File: config.mk
export PLATFORM = sky130hd
export DESIGN_NAME = cc_controller_mapping_table_flat
export DESIGN_NICKNAME = d
export VERILOG_FILES = /design/src/hw/rtl/ccm_pkg.sv /design/src/hw/rtl/ccm_if.sv /design/src/hw/rtl/ccm_scaler.sv /design/src/hw/rtl/cc_controller_mapping_table.sv /design/src/flat_wrapper.sv
export SDC_FILE = /design/constraint.sdc
export NUM_CORES = 2
export LEC_CHECK = 0
export BUFFER_PORTS_ARGS = -buffer_cell sky130_fd_sc_hd__clkbuf_2
export CAP_MARGIN = 20
export CORE_AREA = 2 2 353 389
export CTS_CLUSTER_SIZE = 28
export DETAILED_ROUTE_END_ITERATION = 10
export DIE_AREA = 0 0 355 391
export GPL_TIMING_DRIVEN = 0
export PLACE_DENSITY = 0.73
export SLEW_MARGIN = 20
export SYNTH_ARGS = -nofsm -noshare
export SYNTH_HDL_FRONTEND = slang
export SYNTH_HIERARCHICAL = 1
export SYNTH_SLANG_ARGS = --single-unit
File: constraint.sdc
create_clock -name clk -period 4.65 [get_ports clk]
set_input_delay 0.93 -clock clk [delete_from_list [all_inputs] [get_ports clk]]
set_output_delay 0.93 -clock clk [all_outputs]
set_load 0.03 [all_outputs]
File: src/hw/rtl/ccm_pkg.sv
`default_nettype none

package ccm_pkg;

  // field widths
  localparam int DEV_W  = 4;
  localparam int CTL_W  = 7;
  localparam int VAL_W  = 7;
  localparam int PROF_W = 4;
  localparam int ATTR_W = 4;
  localparam int DATA_W = 16;

  // parameter defaults
  localparam int MAX_MAPPINGS_DEF    = 32;
  localparam int DEVICE_COUNT_DEF    = 16;
  localparam int PROFILE_COUNT_DEF   = 16;
  localparam int ATTRIBUTE_COUNT_DEF = 16;

  typedef enum logic {
    CMD_ADD   = 1'b0,
    CMD_EVENT = 1'b1
  } cmd_t;

  typedef enum logic [1:0] {
    ST_ADDED   = 2'd0,
    ST_DROPPED = 2'd1,
    ST_MAPPED  = 2'd2
  } status_t;

  // one stored mapping, 51 bits
  typedef struct packed {
    logic [DEV_W-1:0]         dev;
    logic [CTL_W-1:0]         ctl;
    logic [PROF_W-1:0]        prof;
    logic [ATTR_W-1:0]        attr;
    logic signed [DATA_W-1:0] lo;
    logic signed [DATA_W-1:0] hi;
  } entry_t;

  // one result beat
  typedef struct packed {
    status_t                  status;
    logic [PROF_W-1:0]        prof;
    logic [ATTR_W-1:0]        attr;
    logic signed [DATA_W-1:0] value;
    logic                     last;
  } result_t;

  // scaler step enables
  typedef struct packed {
    logic span_en;
    logic prod_en;
  } scl_ctrl_t;

endpackage

`default_nettype wire

File: src/hw/rtl/ccm_if.sv
`default_nettype none

interface ccm_in_if;
  logic                              valid;
  logic                              ready;
  logic                              command;
  logic [ccm_pkg::DEV_W-1:0]         device;
  logic [ccm_pkg::CTL_W-1:0]         controller;
  logic [ccm_pkg::VAL_W-1:0]         cc_value;
  logic [ccm_pkg::PROF_W-1:0]        profile;
  logic [ccm_pkg::ATTR_W-1:0]        attribute;
  logic signed [ccm_pkg::DATA_W-1:0] min_value;
  logic signed [ccm_pkg::DATA_W-1:0] max_value;

  modport source (
    output valid, command, device, controller, cc_value, profile, attribute,
           min_value, max_value,
    input  ready
  );
  modport sink (
    input  valid, command, device, controller, cc_value, profile, attribute,
           min_value, max_value,
    output ready
  );
endinterface

interface ccm_out_if;
  logic                              valid;
  logic                              ready;
  logic [1:0]                        status;
  logic [ccm_pkg::PROF_W-1:0]        target_profile;
  logic [ccm_pkg::ATTR_W-1:0]        target_attribute;
  logic signed [ccm_pkg::DATA_W-1:0] scaled_value;
  logic                              last;

  modport source (
    output valid, status, target_profile, target_attribute, scaled_value, last,
    input  ready
  );
  modport sink (
    input  valid, status, target_profile, target_attribute, scaled_value, last,
    output ready
  );
endinterface

`default_nettype wire

File: src/hw/rtl/ccm_scaler.sv
`default_nettype none

// min + floor((max - min) * value / 128), one multiply shared by all matches
module ccm_scaler (
  input  wire logic                              clk,
  input  wire ccm_pkg::scl_ctrl_t                ctrl,
  input  wire logic signed [ccm_pkg::DATA_W-1:0] lo,
  input  wire logic signed [ccm_pkg::DATA_W-1:0] hi,
  input  wire logic [ccm_pkg::VAL_W-1:0]         val,
  output logic signed [ccm_pkg::DATA_W-1:0]      result
);

  localparam int SPAN_W    = ccm_pkg::DATA_W + 1;
  localparam int PROD_W    = SPAN_W + ccm_pkg::VAL_W;
  localparam int QUOT_W    = PROD_W - ccm_pkg::VAL_W;
  localparam int DATA_W_P2 = ccm_pkg::DATA_W + 2;

  logic signed [SPAN_W-1:0]    span_r;
  logic signed [PROD_W-1:0]    prod_r;
  logic signed [PROD_W-1:0]    prod_full;
  logic signed [QUOT_W-1:0]    quot;
  logic signed [DATA_W_P2-1:0] sum;

  // span and product, one step each
  assign prod_full = span_r * $signed({1'b0, val});

  always_ff @(posedge clk) begin
    if (ctrl.span_en) begin
      span_r <= $signed({hi[ccm_pkg::DATA_W-1], hi}) - $signed({lo[ccm_pkg::DATA_W-1], lo});
    end
    if (ctrl.prod_en) begin
      prod_r <= prod_full;
    end
  end

  // arithmetic shift floors toward minus infinity
  assign quot   = prod_r[PROD_W-1:ccm_pkg::VAL_W];
  assign sum    = $signed({{2{lo[ccm_pkg::DATA_W-1]}}, lo})
                + $signed({{(DATA_W_P2-QUOT_W){quot[QUOT_W-1]}}, quot});
  assign result = sum[ccm_pkg::DATA_W-1:0];

endmodule

`default_nettype wire

File: src/hw/rtl/cc_controller_mapping_table.sv
`default_nettype none

// channel  dir  beat contents
// in_bus   in   command, device, controller, cc_value, profile, attribute, min, max
// out_bus  out  status, target_profile, target_attribute, scaled_value, last
//
// An add passes from accept through the pending register (S_ADD) into the output register.
// An event scans the stored mappings newest first, one entry per read of the mapping
// memory, and each match uses the shared multiplier once.
// Reset (synchronous, rst_n low) empties the table; entries need no clearing.
// Input is taken only when the sequencer is idle; a stalled output holds the scan.

module cc_controller_mapping_table #(
  parameter int MAX_MAPPINGS    = ccm_pkg::MAX_MAPPINGS_DEF,
  parameter int DEVICE_COUNT    = ccm_pkg::DEVICE_COUNT_DEF,
  parameter int PROFILE_COUNT   = ccm_pkg::PROFILE_COUNT_DEF,
  parameter int ATTRIBUTE_COUNT = ccm_pkg::ATTRIBUTE_COUNT_DEF
) (
  input  wire logic  clk,
  input  wire logic  rst_n,
  ccm_in_if.sink     in_bus,
  ccm_out_if.source  out_bus
);

  localparam int IDX_W = $clog2(MAX_MAPPINGS);
  localparam int CNT_W = $clog2(MAX_MAPPINGS + 1);
  localparam int LIM_W = 9;
  localparam logic [LIM_W-1:0] DEV_LIM  = LIM_W'(DEVICE_COUNT);
  localparam logic [LIM_W-1:0] PROF_LIM = LIM_W'(PROFILE_COUNT);
  localparam logic [LIM_W-1:0] ATTR_LIM = LIM_W'(ATTRIBUTE_COUNT);
  localparam logic [CNT_W-1:0] CNT_MAX  = CNT_W'(MAX_MAPPINGS);

  typedef enum logic [6:0] {
    S_IDLE  = 7'b0000001,
    S_ADD   = 7'b0000010,
    S_FETCH = 7'b0000100,
    S_TEST  = 7'b0001000,
    S_MUL   = 7'b0010000,
    S_PUSH  = 7'b0100000,
    S_FLUSH = 7'b1000000
  } state_t;

  state_t                          state_r, state_nxt;
  logic [CNT_W-1:0]                count_r, count_nxt;
  logic [CNT_W-1:0]                idx_r, idx_nxt;
  logic [CNT_W-1:0]                idx_dec;
  logic [ccm_pkg::DEV_W-1:0]       dev_r, dev_nxt;
  logic [ccm_pkg::CTL_W-1:0]       ctl_r, ctl_nxt;
  logic [ccm_pkg::VAL_W-1:0]       val_r, val_nxt;
  ccm_pkg::result_t                pend_r, pend_nxt;
  logic                            pend_valid_r, pend_valid_nxt;
  ccm_pkg::result_t                out_r, out_nxt;
  logic                            out_valid_r, out_valid_nxt;
  ccm_pkg::entry_t                 mem [MAX_MAPPINGS];
  ccm_pkg::entry_t                 rd_r;
  ccm_pkg::entry_t                 wr_entry;
  logic                            wr_en;
  logic                            rd_en;
  logic                            accept;
  logic                            add_ok;
  logic                            out_free;
  logic                            hit;
  ccm_pkg::scl_ctrl_t              scl_ctrl;
  logic signed [ccm_pkg::DATA_W-1:0] scl_result;

  assign accept   = in_bus.valid && in_bus.ready;
  assign out_free = !out_valid_r || out_bus.ready;
  assign idx_dec  = idx_r - 1'b1;
  assign hit      = (rd_r.dev == dev_r) && (rd_r.ctl == ctl_r);

  assign add_ok = (count_r < CNT_MAX)
               && (LIM_W'(in_bus.device)    < DEV_LIM)
               && (LIM_W'(in_bus.profile)   < PROF_LIM)
               && (LIM_W'(in_bus.attribute) < ATTR_LIM);

  assign wr_entry = '{dev:  in_bus.device,    ctl: in_bus.controller,
                      prof: in_bus.profile,   attr: in_bus.attribute,
                      lo:   in_bus.min_value, hi:  in_bus.max_value};
  assign wr_en = accept && (in_bus.command == ccm_pkg::CMD_ADD) && add_ok;
  assign rd_en = (state_r == S_FETCH);

  // mapping memory: one write port, one registered read port
  always_ff @(posedge clk) begin
    if (wr_en) begin
      mem[count_r[IDX_W-1:0]] <= wr_entry;
    end
    if (rd_en) begin
      rd_r <= mem[idx_dec[IDX_W-1:0]];
    end
  end

  ccm_scaler u_scaler (
    .clk    (clk),
    .ctrl   (scl_ctrl),
    .lo     (rd_r.lo),
    .hi     (rd_r.hi),
    .val    (val_r),
    .result (scl_result)
  );

  // sequencer
  always_comb begin
    state_nxt      = state_r;
    count_nxt      = count_r;
    idx_nxt        = idx_r;
    dev_nxt        = dev_r;
    ctl_nxt        = ctl_r;
    val_nxt        = val_r;
    pend_nxt       = pend_r;
    pend_valid_nxt = pend_valid_r;
    out_nxt        = out_r;
    out_valid_nxt  = out_valid_r && !out_bus.ready;
    scl_ctrl       = '{span_en: 1'b0, prod_en: 1'b0};

    case (state_r)
      S_IDLE: begin
        if (accept) begin
          if (in_bus.command == ccm_pkg::CMD_ADD) begin
            pend_nxt = '{status: add_ok ? ccm_pkg::ST_ADDED : ccm_pkg::ST_DROPPED,
                         prof: in_bus.profile, attr: in_bus.attribute,
                         value: '0, last: 1'b1};
            if (add_ok) begin
              count_nxt = count_r + 1'b1;
            end
            state_nxt = S_ADD;
          end else begin
            dev_nxt   = in_bus.device;
            ctl_nxt   = in_bus.controller;
            val_nxt   = in_bus.cc_value;
            idx_nxt   = count_r;
            state_nxt = (count_r == '0) ? S_FLUSH : S_FETCH;
          end
        end
      end
      S_ADD: begin
        if (out_free) begin
          out_nxt       = pend_r;
          out_valid_nxt = 1'b1;
          state_nxt     = S_IDLE;
        end
      end
      S_FETCH: begin
        idx_nxt   = idx_dec;
        state_nxt = S_TEST;
      end
      S_TEST: begin
        if (hit) begin
          scl_ctrl.span_en = 1'b1;
          state_nxt        = S_MUL;
        end else begin
          state_nxt = (idx_r == '0) ? S_FLUSH : S_FETCH;
        end
      end
      S_MUL: begin
        scl_ctrl.prod_en = 1'b1;
        state_nxt        = S_PUSH;
      end
      S_PUSH: begin
        // the held match goes out only once the next match found proves it is not last
        if (!pend_valid_r || out_free) begin
          if (pend_valid_r) begin
            out_nxt       = pend_r;
            out_valid_nxt = 1'b1;
          end
          pend_nxt       = '{status: ccm_pkg::ST_MAPPED, prof: rd_r.prof,
                             attr: rd_r.attr, value: scl_result, last: 1'b0};
          pend_valid_nxt = 1'b1;
          state_nxt      = (idx_r == '0) ? S_FLUSH : S_FETCH;
        end
      end
      S_FLUSH: begin
        if (!pend_valid_r) begin
          state_nxt = S_IDLE;
        end else if (out_free) begin
          out_nxt        = pend_r;
          out_nxt.last   = 1'b1;
          out_valid_nxt  = 1'b1;
          pend_valid_nxt = 1'b0;
          state_nxt      = S_IDLE;
        end
      end
      default: begin
        state_nxt = S_IDLE;
      end
    endcase
  end

  // control state
  always_ff @(posedge clk) begin
    if (!rst_n) begin
      state_r      <= S_IDLE;
      count_r      <= '0;
      pend_valid_r <= 1'b0;
      out_valid_r  <= 1'b0;
    end else begin
      state_r      <= state_nxt;
      count_r      <= count_nxt;
      pend_valid_r <= pend_valid_nxt;
      out_valid_r  <= out_valid_nxt;
    end
  end

  // payload
  always_ff @(posedge clk) begin
    idx_r  <= idx_nxt;
    dev_r  <= dev_nxt;
    ctl_r  <= ctl_nxt;
    val_r  <= val_nxt;
    pend_r <= pend_nxt;
    out_r  <= out_nxt;
  end

  assign in_bus.ready             = (state_r == S_IDLE);
  assign out_bus.valid            = out_valid_r;
  assign out_bus.status           = out_r.status;
  assign out_bus.target_profile   = out_r.prof;
  assign out_bus.target_attribute = out_r.attr;
  assign out_bus.scaled_value     = out_r.value;
  assign out_bus.last             = out_r.last;

endmodule

`default_nettype wire

File: src/flat_wrapper.sv
// flat-port wrapper written by rule: the top's interface ports become plain ports
module cc_controller_mapping_table_flat 
#(
  parameter int MAX_MAPPINGS    = ccm_pkg::MAX_MAPPINGS_DEF,
  parameter int DEVICE_COUNT    = ccm_pkg::DEVICE_COUNT_DEF,
  parameter int PROFILE_COUNT   = ccm_pkg::PROFILE_COUNT_DEF,
  parameter int ATTRIBUTE_COUNT = ccm_pkg::ATTRIBUTE_COUNT_DEF
)
  (clk, rst_n, in_bus_valid, in_bus_command, in_bus_device, in_bus_controller, in_bus_cc_value, in_bus_profile, in_bus_attribute, in_bus_min_value, in_bus_max_value, in_bus_ready, out_bus_valid, out_bus_status, out_bus_target_profile, out_bus_target_attribute, out_bus_scaled_value, out_bus_last, out_bus_ready);
  ccm_in_if in_bus_i ();
  ccm_out_if out_bus_i ();
  input  wire logic clk;
  input  wire logic rst_n;
  input wire logic [$bits(in_bus_i.valid)-1:0] in_bus_valid;
  input wire logic [$bits(in_bus_i.command)-1:0] in_bus_command;
  input wire logic [$bits(in_bus_i.device)-1:0] in_bus_device;
  input wire logic [$bits(in_bus_i.controller)-1:0] in_bus_controller;
  input wire logic [$bits(in_bus_i.cc_value)-1:0] in_bus_cc_value;
  input wire logic [$bits(in_bus_i.profile)-1:0] in_bus_profile;
  input wire logic [$bits(in_bus_i.attribute)-1:0] in_bus_attribute;
  input wire logic [$bits(in_bus_i.min_value)-1:0] in_bus_min_value;
  input wire logic [$bits(in_bus_i.max_value)-1:0] in_bus_max_value;
  output wire logic [$bits(in_bus_i.ready)-1:0] in_bus_ready;
  output wire logic [$bits(out_bus_i.valid)-1:0] out_bus_valid;
  output wire logic [$bits(out_bus_i.status)-1:0] out_bus_status;
  output wire logic [$bits(out_bus_i.target_profile)-1:0] out_bus_target_profile;
  output wire logic [$bits(out_bus_i.target_attribute)-1:0] out_bus_target_attribute;
  output wire logic [$bits(out_bus_i.scaled_value)-1:0] out_bus_scaled_value;
  output wire logic [$bits(out_bus_i.last)-1:0] out_bus_last;
  input wire logic [$bits(out_bus_i.ready)-1:0] out_bus_ready;
  assign in_bus_i.valid = in_bus_valid;
  assign in_bus_i.command = in_bus_command;
  assign in_bus_i.device = in_bus_device;
  assign in_bus_i.controller = in_bus_controller;
  assign in_bus_i.cc_value = in_bus_cc_value;
  assign in_bus_i.profile = in_bus_profile;
  assign in_bus_i.attribute = in_bus_attribute;
  assign in_bus_i.min_value = in_bus_min_value;
  assign in_bus_i.max_value = in_bus_max_value;
  assign in_bus_ready = in_bus_i.ready;
  assign out_bus_valid = out_bus_i.valid;
  assign out_bus_status = out_bus_i.status;
  assign out_bus_target_profile = out_bus_i.target_profile;
  assign out_bus_target_attribute = out_bus_i.target_attribute;
  assign out_bus_scaled_value = out_bus_i.scaled_value;
  assign out_bus_last = out_bus_i.last;
  assign out_bus_i.ready = out_bus_ready;
  cc_controller_mapping_table #(.MAX_MAPPINGS(MAX_MAPPINGS), .DEVICE_COUNT(DEVICE_COUNT), .PROFILE_COUNT(PROFILE_COUNT), .ATTRIBUTE_COUNT(ATTRIBUTE_COUNT)) u_core (.clk(clk), .rst_n(rst_n), .in_bus(in_bus_i), .out_bus(out_bus_i));
endmodule
# --- Yosys cells after proc, flatten, opt, wreduce, memory -nomap -nowiden ---
# Memory sizes are Yosys's and may differ from the RTL's. A register that Yosys moved wholly into a read port is not among the register bits.
# Cells that the tools add are included.
# W data, S select, Z words.
classes:
  add_sub_neg: 4
  n_mul: 1
  order_cmp: 1
  eq_ne: 17
  mux: 37
  bitwise: 1
  reduce_logical: 23
op_table:
  columns: ["op", "n"]
  rows:
  - ["$mux W27", 8]
  - ["$pmux W27 S3", 1]
  - ["$mux W7", 8]
  - ["$pmux W27 S2", 1]
  - ["$pmux W7 S7", 1]
  - ["$mul A17 B8 Y23", 1]
  - ["$sub A16 B16 Y17", 1]
  - ["$add A16 B16 Y16", 1]
  - ["$mux W1", 13]
  - ["$logic_not A6 Y1", 2]
  - ["$mux W6", 2]
  - ["$pmux W6 S2", 1]
  - ["$ne A2 B1 Y1 const B", 5]
  - ["$reduce_and A4 Y1", 2]
  - ["$eq A7 B1 Y1 const B", 1]
  - ["$eq A7 B2 Y1 const B", 1]
  - ["$eq A7 B3 Y1 const B", 1]
  - ["$eq A7 B4 Y1 const B", 1]
  - ["$eq A7 B5 Y1 const B", 1]
  - ["$eq A7 B6 Y1 const B", 1]
  - ["$eq A7 B7 Y1", 1]
  - ["$eq A7 B7 Y1 const B", 1]
  - ["$add A6 B1 Y6 const B", 1]
  - ["$lt A6 B6 Y1 const B", 1]
  - ["other kinds (14)", 27]
totals:
  reg_bits: 133
  ramBits: 1632
  input_bits: 63
  out_inout_bits: 29
  word_cells: 105
  mem_count: 1
mem_list:
  columns: ["name", "depth", "word_bits", "read_ports", "rd_ports_with_merged_regs", "wr", "line_no", "text"]
  rows:
  - ["u_core.mem", 32, 51, 1, 1, 1, "cc_controller_mapping_table.sv:54", "ccm_pkg::entry_t mem [MAX_MAPPINGS];"]

# --- Depth between registers and ports, before layout ---
logic_depth:
  word_depth: 6
  ltp_mapped: 18
  depth_no_buf: 17

# --- Cells and area by module ---
# The synthesis kept the hierarchy.
by_module_without_submodules:
  columns: ["module", "n_inst", "cells_per_inst", "area_per_inst_um2", "seq_area_each_um2"]
  rows:
  - ["cc_controller_mapping_table", 1, 2929, 67267.0, 53181.0]
  - ["ccm_scaler", 1, 695, 6457.4, 991.0]

# --- Worst setup path before layout ---
# No wires, ideal clock.
synth_timing:
  kind: "reg2reg"
  startpoint: "register u_core/val_r[2] (netlist name)"
  endpoint: "register u_core.u_scaler.prod_r[17] (data pin)"
  setup_time_ns: 0.258
  t_arrival_ns: 4.449
  required_ns: 4.392
  setup_slack_ns: -0.057
  path_stages_with_launch: 18
  path_buffers: 1
  synth_period_minus_slack_ns: 4.707
  path_cell_list: "edfxtp_1 -> clkbuf_1 -> nand2_1 -> fa_1 -> inv_1 -> fa_1 -> fa_1 -> inv_1 -> fa_1 -> inv_1 -> ha_1 -> a21o_1 -> a21o_1 -> a21oi_1 -> o31ai_2 -> a221o_1 -> a21oi_1 -> xnor2_1"
synth_between:
  elab_chain_len: 1
synth_lines:
  columns: ["element", "line_no", "text"]
  rows:
  - ["start, declared", "cc_controller_mapping_table.sv:49", "logic [ccm_pkg::VAL_W-1:0] val_r, val_nxt;"]
  - ["start signal, assigned", "cc_controller_mapping_table.sv:208", "val_r <= val_nxt;"]
  - ["$mul A17 B8 Y23", "ccm_scaler.sv:25", "assign prod_full = span_r * $signed({1'b0, val});"]
  - ["via u_core.u_scaler.prod_full[17]", "ccm_scaler.sv:20", "logic signed [PROD_W-1:0] prod_full;"]
  - ["end signal, assigned", "ccm_scaler.sv:32", "prod_r <= prod_full;"]
  - ["end, declared", "ccm_scaler.sv:19", "logic signed [PROD_W-1:0] prod_r;"]
# The timed path passes the listed nets, and every way through them passes these cells.
# A chain may end at the register's enable or synchronous reset.

# --- Worst setup path in the final report ---
layout_timing:
  startpoint: "register u_core/val_r[3] (netlist name)"
  endpoint: "register u_core.u_scaler.prod_r[17] (data pin)"
# The elaborated chain is that of the path after synthesis.

==> implementation parameters <==
Parameter                              Value

Worst setup path
  Path type of the worst setup path    reg2reg
  Launch point of the worst path    u_core/val_r[3]
  Dominant delay contributor by cell family on the critical path    adder cells
  Crit path to    u_core/u_scaler/prod_r[17]
  Maximum fanout along the worst path    5
  FF-to-FF path depth    17
  Register-to-register setup slack    -0.08 ns
  R2R Path End    u_core/u_scaler/prod_r[17]
  Startpoint of the lowest-slack register-to-register path    u_core/val_r[3]
  Cell depth of the worst setup path    17
  Capturing element type of the critical path    register
  Kind of launch point of the worst setup path    register
  Required time of the worst setup path    5.20 ns
  Crit path cell chain    clkbuf_16, nand2_2, fa_2, inv_2, fa_2, fa_1, inv_1, fa_1, inv_2, ha_4, a21o_1, a21o_1, a21oi_4, o31ai_4, a221o_1, a21oi_2, xnor2_1
  Worst Path Buf+Inv    4
  Slowest-stage cell, CP    sky130_fd_sc_hd__fa_2
  Biggest cell delay along the critical path    0.55 ns
  Arrival time of data at the critical path endpoint    5.28 ns

Placement
  DP Area    79000 µm²
  Post-detailed-placement half-perimeter wirelength    120000 µm
  Final weighted congestion in routability-driven placement    0.859
  Number of cells after detailed placement    5612
  IO Port Bufs    91

Routing
  Final routed wire length divided by cell count    30.7 µm
  Pre-Repair DR Iteration Count    9
  Vias    37900
  Drt initial violations    4527
  Ratio of routed vias to standard cells    6.36
  Drt drc    0
  Remaining antenna violation count    0
  Wire length reported by the detailed router    183000 µm

Logic synthesis
  Netlist area before placement    73700 µm²
  Sequential fraction of the synthesis area    73.5%
  Share of async-settable or async-resettable flops after synthesis    0%
  Count of mapped cells out of synthesis    3624
  Count of unique library cells instantiated by Yosys    80
  Most used DFF post-synth    sky130_fd_sc_hd__edfxtp_1
  Post-synth EDFFs    1794
  Ys Warns    6
  Number of register bits inferred by synthesis    1809
  Syn_nets    3853
  Avg Inst Size Synth    20.3 µm²

Floorplan
  Number of placed I/O pins    92
  Die height    391 µm
  Site row count    142
  Full die area    139000 µm²
  Horizontal extent of the die    355 µm
  Area of the placeable core    135000 µm²
  Starting density of the core    54.5%

Global route
  Largest net degree at the start of global routing    45
  All-Layer GR Usage    26.6%
  Congestion Overflow GR    0
  Number of antenna violations at the first check in global routing    2
  First-pass GRT wire length    263000 µm
  Number of global-route vias before repair    38400

Clocking
  Inserted Clock Buffers    171
  Buffers from clock root to sink, at most    3
  Clock transition at path regs    0.06 ns
  Quantity of hold-fixing buffers added after cts    0
  Root buffer cell    sky130_fd_sc_hd__clkbuf_16
  Number of levels the H-tree was split into    4
  TritonCTS clock tree    yes
  Number of sinks driven by the clock tree    1809
  Skew-Pair Late Insertion Delay    0.83 ns

Run
  Number of maximum-capacitance constraint violations    0

STA
  Setup-violating endpoint count in the final report    3
  Share of the cycle needed by the critical path after routing    102%
  Least-Margin Pin Slew    1.04 ns
  Maximum operating frequency    0.212 GHz
  Setup TNS after final layout    -0.184 ns
  Unrepaired setup endpoints after global routing    true
  Final count of hold timing violations    0
  Final Critical Period    4.73 ns
  Max-slew violation total from the final report    0
  Slew headroom    30.5%
  Fin Clk Skew    0.0371 ns
  Setup WS post-layout    -0.0758 ns

Hold path
  Path category of the worst min-delay check    in2reg

Final layout
  Layout cells sized above 1    27.6%
  End-of-flow core utilization    63.1%
  Area taken by multi-input logic gates    19000 µm²
  Nets@finish    4245
  Ant. Diodes    0
  Filler-free cell count of the finished design    5954
  Fill count    8859
  Register cell area after layout    54200 µm²
  Post-Layout Inst Area    85500 µm²
  Post-synthesis to final-layout area growth    15.9%

Run status
  Run status    finished, violations left
  Violations in the final reports    negative setup slack

Pwr
  Worst vdd ir    0.673 mV
  Static leakage    0.0284 µW
  Cell area power density    486 nW/µm²
  Overall power after layout    41500 µW
## state kept, by name, summed over array words and instances (netlist names)
register and cells:
u_core/state_r 7, u_core/pend_r 27, u_core/out_bus.last 1, u_core/mem 1632, u_core/out_bus.valid 1, u_core/out_bus.scaled_value 16
u_core/ctl_r 7, u_core/u_scaler/span_r 17, u_core/pend_valid_r 1, u_core/count_r 6, u_core/u_scaler/prod_r 16, u_core/out_bus.target_profile 4
u_core/idx_r 6, u_core/rd_r 51, u_core/val_r 7, u_core/out_bus.target_attribute 4, u_core/dev_r 4, u_core/out_bus.status 2
## power by group
group | internal [µW] | switching (µW) | total (µW)
Sequential | 18400 | 94.3 | 18500
Combinational | 3770 | 5220 | 8990
Clock | 7930 | 6090 | 14000
Total | 30100 | 11400 | 41500
## logic make-up after synthesis
kind of cell / synth area share, %
DFF: 73.5
muxes: 14.6
and+or+nand+nor: 3.09
buffers and inverters: 1.73
AOI/OAI and AO/OA: 2.66
adders and majority gates: 3.70
xor gates and xnor gates: 0.760
## cells in the mapped netlist, types with 8 or more instances
master	instances	share of area, %
sky130_fd_sc_hd__buf_1	8	0.041
sky130_fd_sc_hd__nand2_1	187	0.95
sky130_fd_sc_hd__a221oi_1	53	0.63
sky130_fd_sc_hd__a21o_1	12	0.12
sky130_fd_sc_hd__edfxtp_1	1794	73
sky130_fd_sc_hd__and2_1	100	0.85
sky130_fd_sc_hd__mux4_2	408	12
sky130_fd_sc_hd__nor2_1	97	0.49
sky130_fd_sc_hd__ha_1	79	1.3
sky130_fd_sc_hd__fa_1	87	2.4
sky130_fd_sc_hd__xnor2_1	36	0.43
sky130_fd_sc_hd__mux2i_1	156	2.1
sky130_fd_sc_hd__o21a_1	15	0.15
sky130_fd_sc_hd__a21oi_1	28	0.19
sky130_fd_sc_hd__clkbuf_1	85	0.43
sky130_fd_sc_hd__nor3_1	19	0.13
sky130_fd_sc_hd__nand3_1	9	0.061
sky130_fd_sc_hd__buf_2	66	0.45
sky130_fd_sc_hd__xor2_1	28	0.33
sky130_fd_sc_hd__inv_1	144	0.73
sky130_fd_sc_hd__a32o_1	51	0.69
sky130_fd_sc_hd__dfxtp_1	15	0.41
sky130_fd_sc_hd__o21ai_1	8	0.054
sky130_fd_sc_hd__o21ai_0	18	0.12
## worst register-to-register path, cell delays in order, from the launching register on
cell and delay (ns):
sky130_fd_sc_hd__edfxtp_1 0.54, sky130_fd_sc_hd__clkbuf_16 0.22, sky130_fd_sc_hd__nand2_2 0.05, sky130_fd_sc_hd__fa_2 0.55
sky130_fd_sc_hd__inv_2 0.04, sky130_fd_sc_hd__fa_2 0.44, sky130_fd_sc_hd__fa_1 0.54, sky130_fd_sc_hd__inv_1 0.06
sky130_fd_sc_hd__fa_1 0.49, sky130_fd_sc_hd__inv_2 0.05, sky130_fd_sc_hd__ha_4 0.15, sky130_fd_sc_hd__a21o_1 0.19
sky130_fd_sc_hd__a21o_1 0.19, sky130_fd_sc_hd__a21oi_4 0.20, sky130_fd_sc_hd__o31ai_4 0.11, sky130_fd_sc_hd__a221o_1 0.41
sky130_fd_sc_hd__a21oi_2 0.16, sky130_fd_sc_hd__xnor2_1 0.09
## cell usage in the layout, fill, tap and decap left out, types with 34 or more instances in the layout
master,n
sky130_fd_sc_hd__buf_12,40
sky130_fd_sc_hd__buf_2,64
sky130_fd_sc_hd__ha_1,65
sky130_fd_sc_hd__clkbuf_2,141
sky130_fd_sc_hd__fa_1,74
sky130_fd_sc_hd__xnor2_1,34
sky130_fd_sc_hd__and2_1,98
sky130_fd_sc_hd__edfxtp_1,1794
sky130_fd_sc_hd__nand2_1,177
sky130_fd_sc_hd__nor2_1,59
sky130_fd_sc_hd__clkbuf_16,172
sky130_fd_sc_hd__clkinv_1,44
sky130_fd_sc_hd__mux4_2,408
sky130_fd_sc_hd__nor2_4,35
sky130_fd_sc_hd__clkbuf_1,57
sky130_fd_sc_hd__a32o_1,51
sky130_fd_sc_hd__inv_1,130
sky130_fd_sc_hd__mux2i_1,156
sky130_fd_sc_hd__buf_4,36
sky130_fd_sc_hd__buf_16,51
sky130_fd_sc_hd__a221oi_1,47
## per-stage QoR
stage | hold slack [ns] | setup slack (ns)
floorplan | 0.400 | 0.0121
global placement | 0.401 | -3.54
detailed placement | 0.405 | -1.05
CTS | 0.243 | -0.119
global route | 0.278 | -0.214
finish | 0.305 | -0.0758
## routing by layer
layer | global-route usage (%) | up-vias | share of wire [%]
met5 | 0 | - | 0.0093
met4 | 12.7 | 2 | 5.1
met3 | 5.66 | 474 | 9.3
met2 | 43.6 | 2200 | 49
met1 | 34.1 | 19800 | 36
li1 | - | 15400 | -
## final cells by class
class / count / area share, %
Buffer: 163 / 0.997
Clock inverter: 114 / 1.50
Inverter: 145 / 0.641
Clock buffer: 197 / 5.12
Tap cell: 1800 / 2.64
Sequential cell: 1809 / 63.4
Multi-Input combinational cell: 1505 / 22.2
Timing Repair Buffer: 221 / 3.54
## what timing repair did
| action | in CTS | in global routing |
|---|---|---|
| setup endpoints to repair | 65 | 49 |
| resized for setup | 97 | 104 |
| buffers inserted | 13 | 17 |
| cloned | 2 | 1 |
| pin swaps | 18 | 48 |
## how the worst min path moves through the flow
stage                                  start                               to  slack (ns)  depth (start not counted)
after floorplan             u_core/pend_r[1]   u_core/out_bus.scaled_value[0]        0.40                          0
after global placement     u_core/pend_r[16]  u_core/out_bus.scaled_value[15]        0.40                          0
after detailed placement   u_core/pend_r[16]  u_core/out_bus.scaled_value[15]        0.40                          0
after CTS                 in_bus_cc_value[2]                  u_core/val_r[2]        0.24                          1
after global routing      in_bus_cc_value[2]                  u_core/val_r[2]        0.28                          1
final                     in_bus_cc_value[2]                  u_core/val_r[2]        0.30                          1
Note: power is estimated with default switching activity, not from simulation.
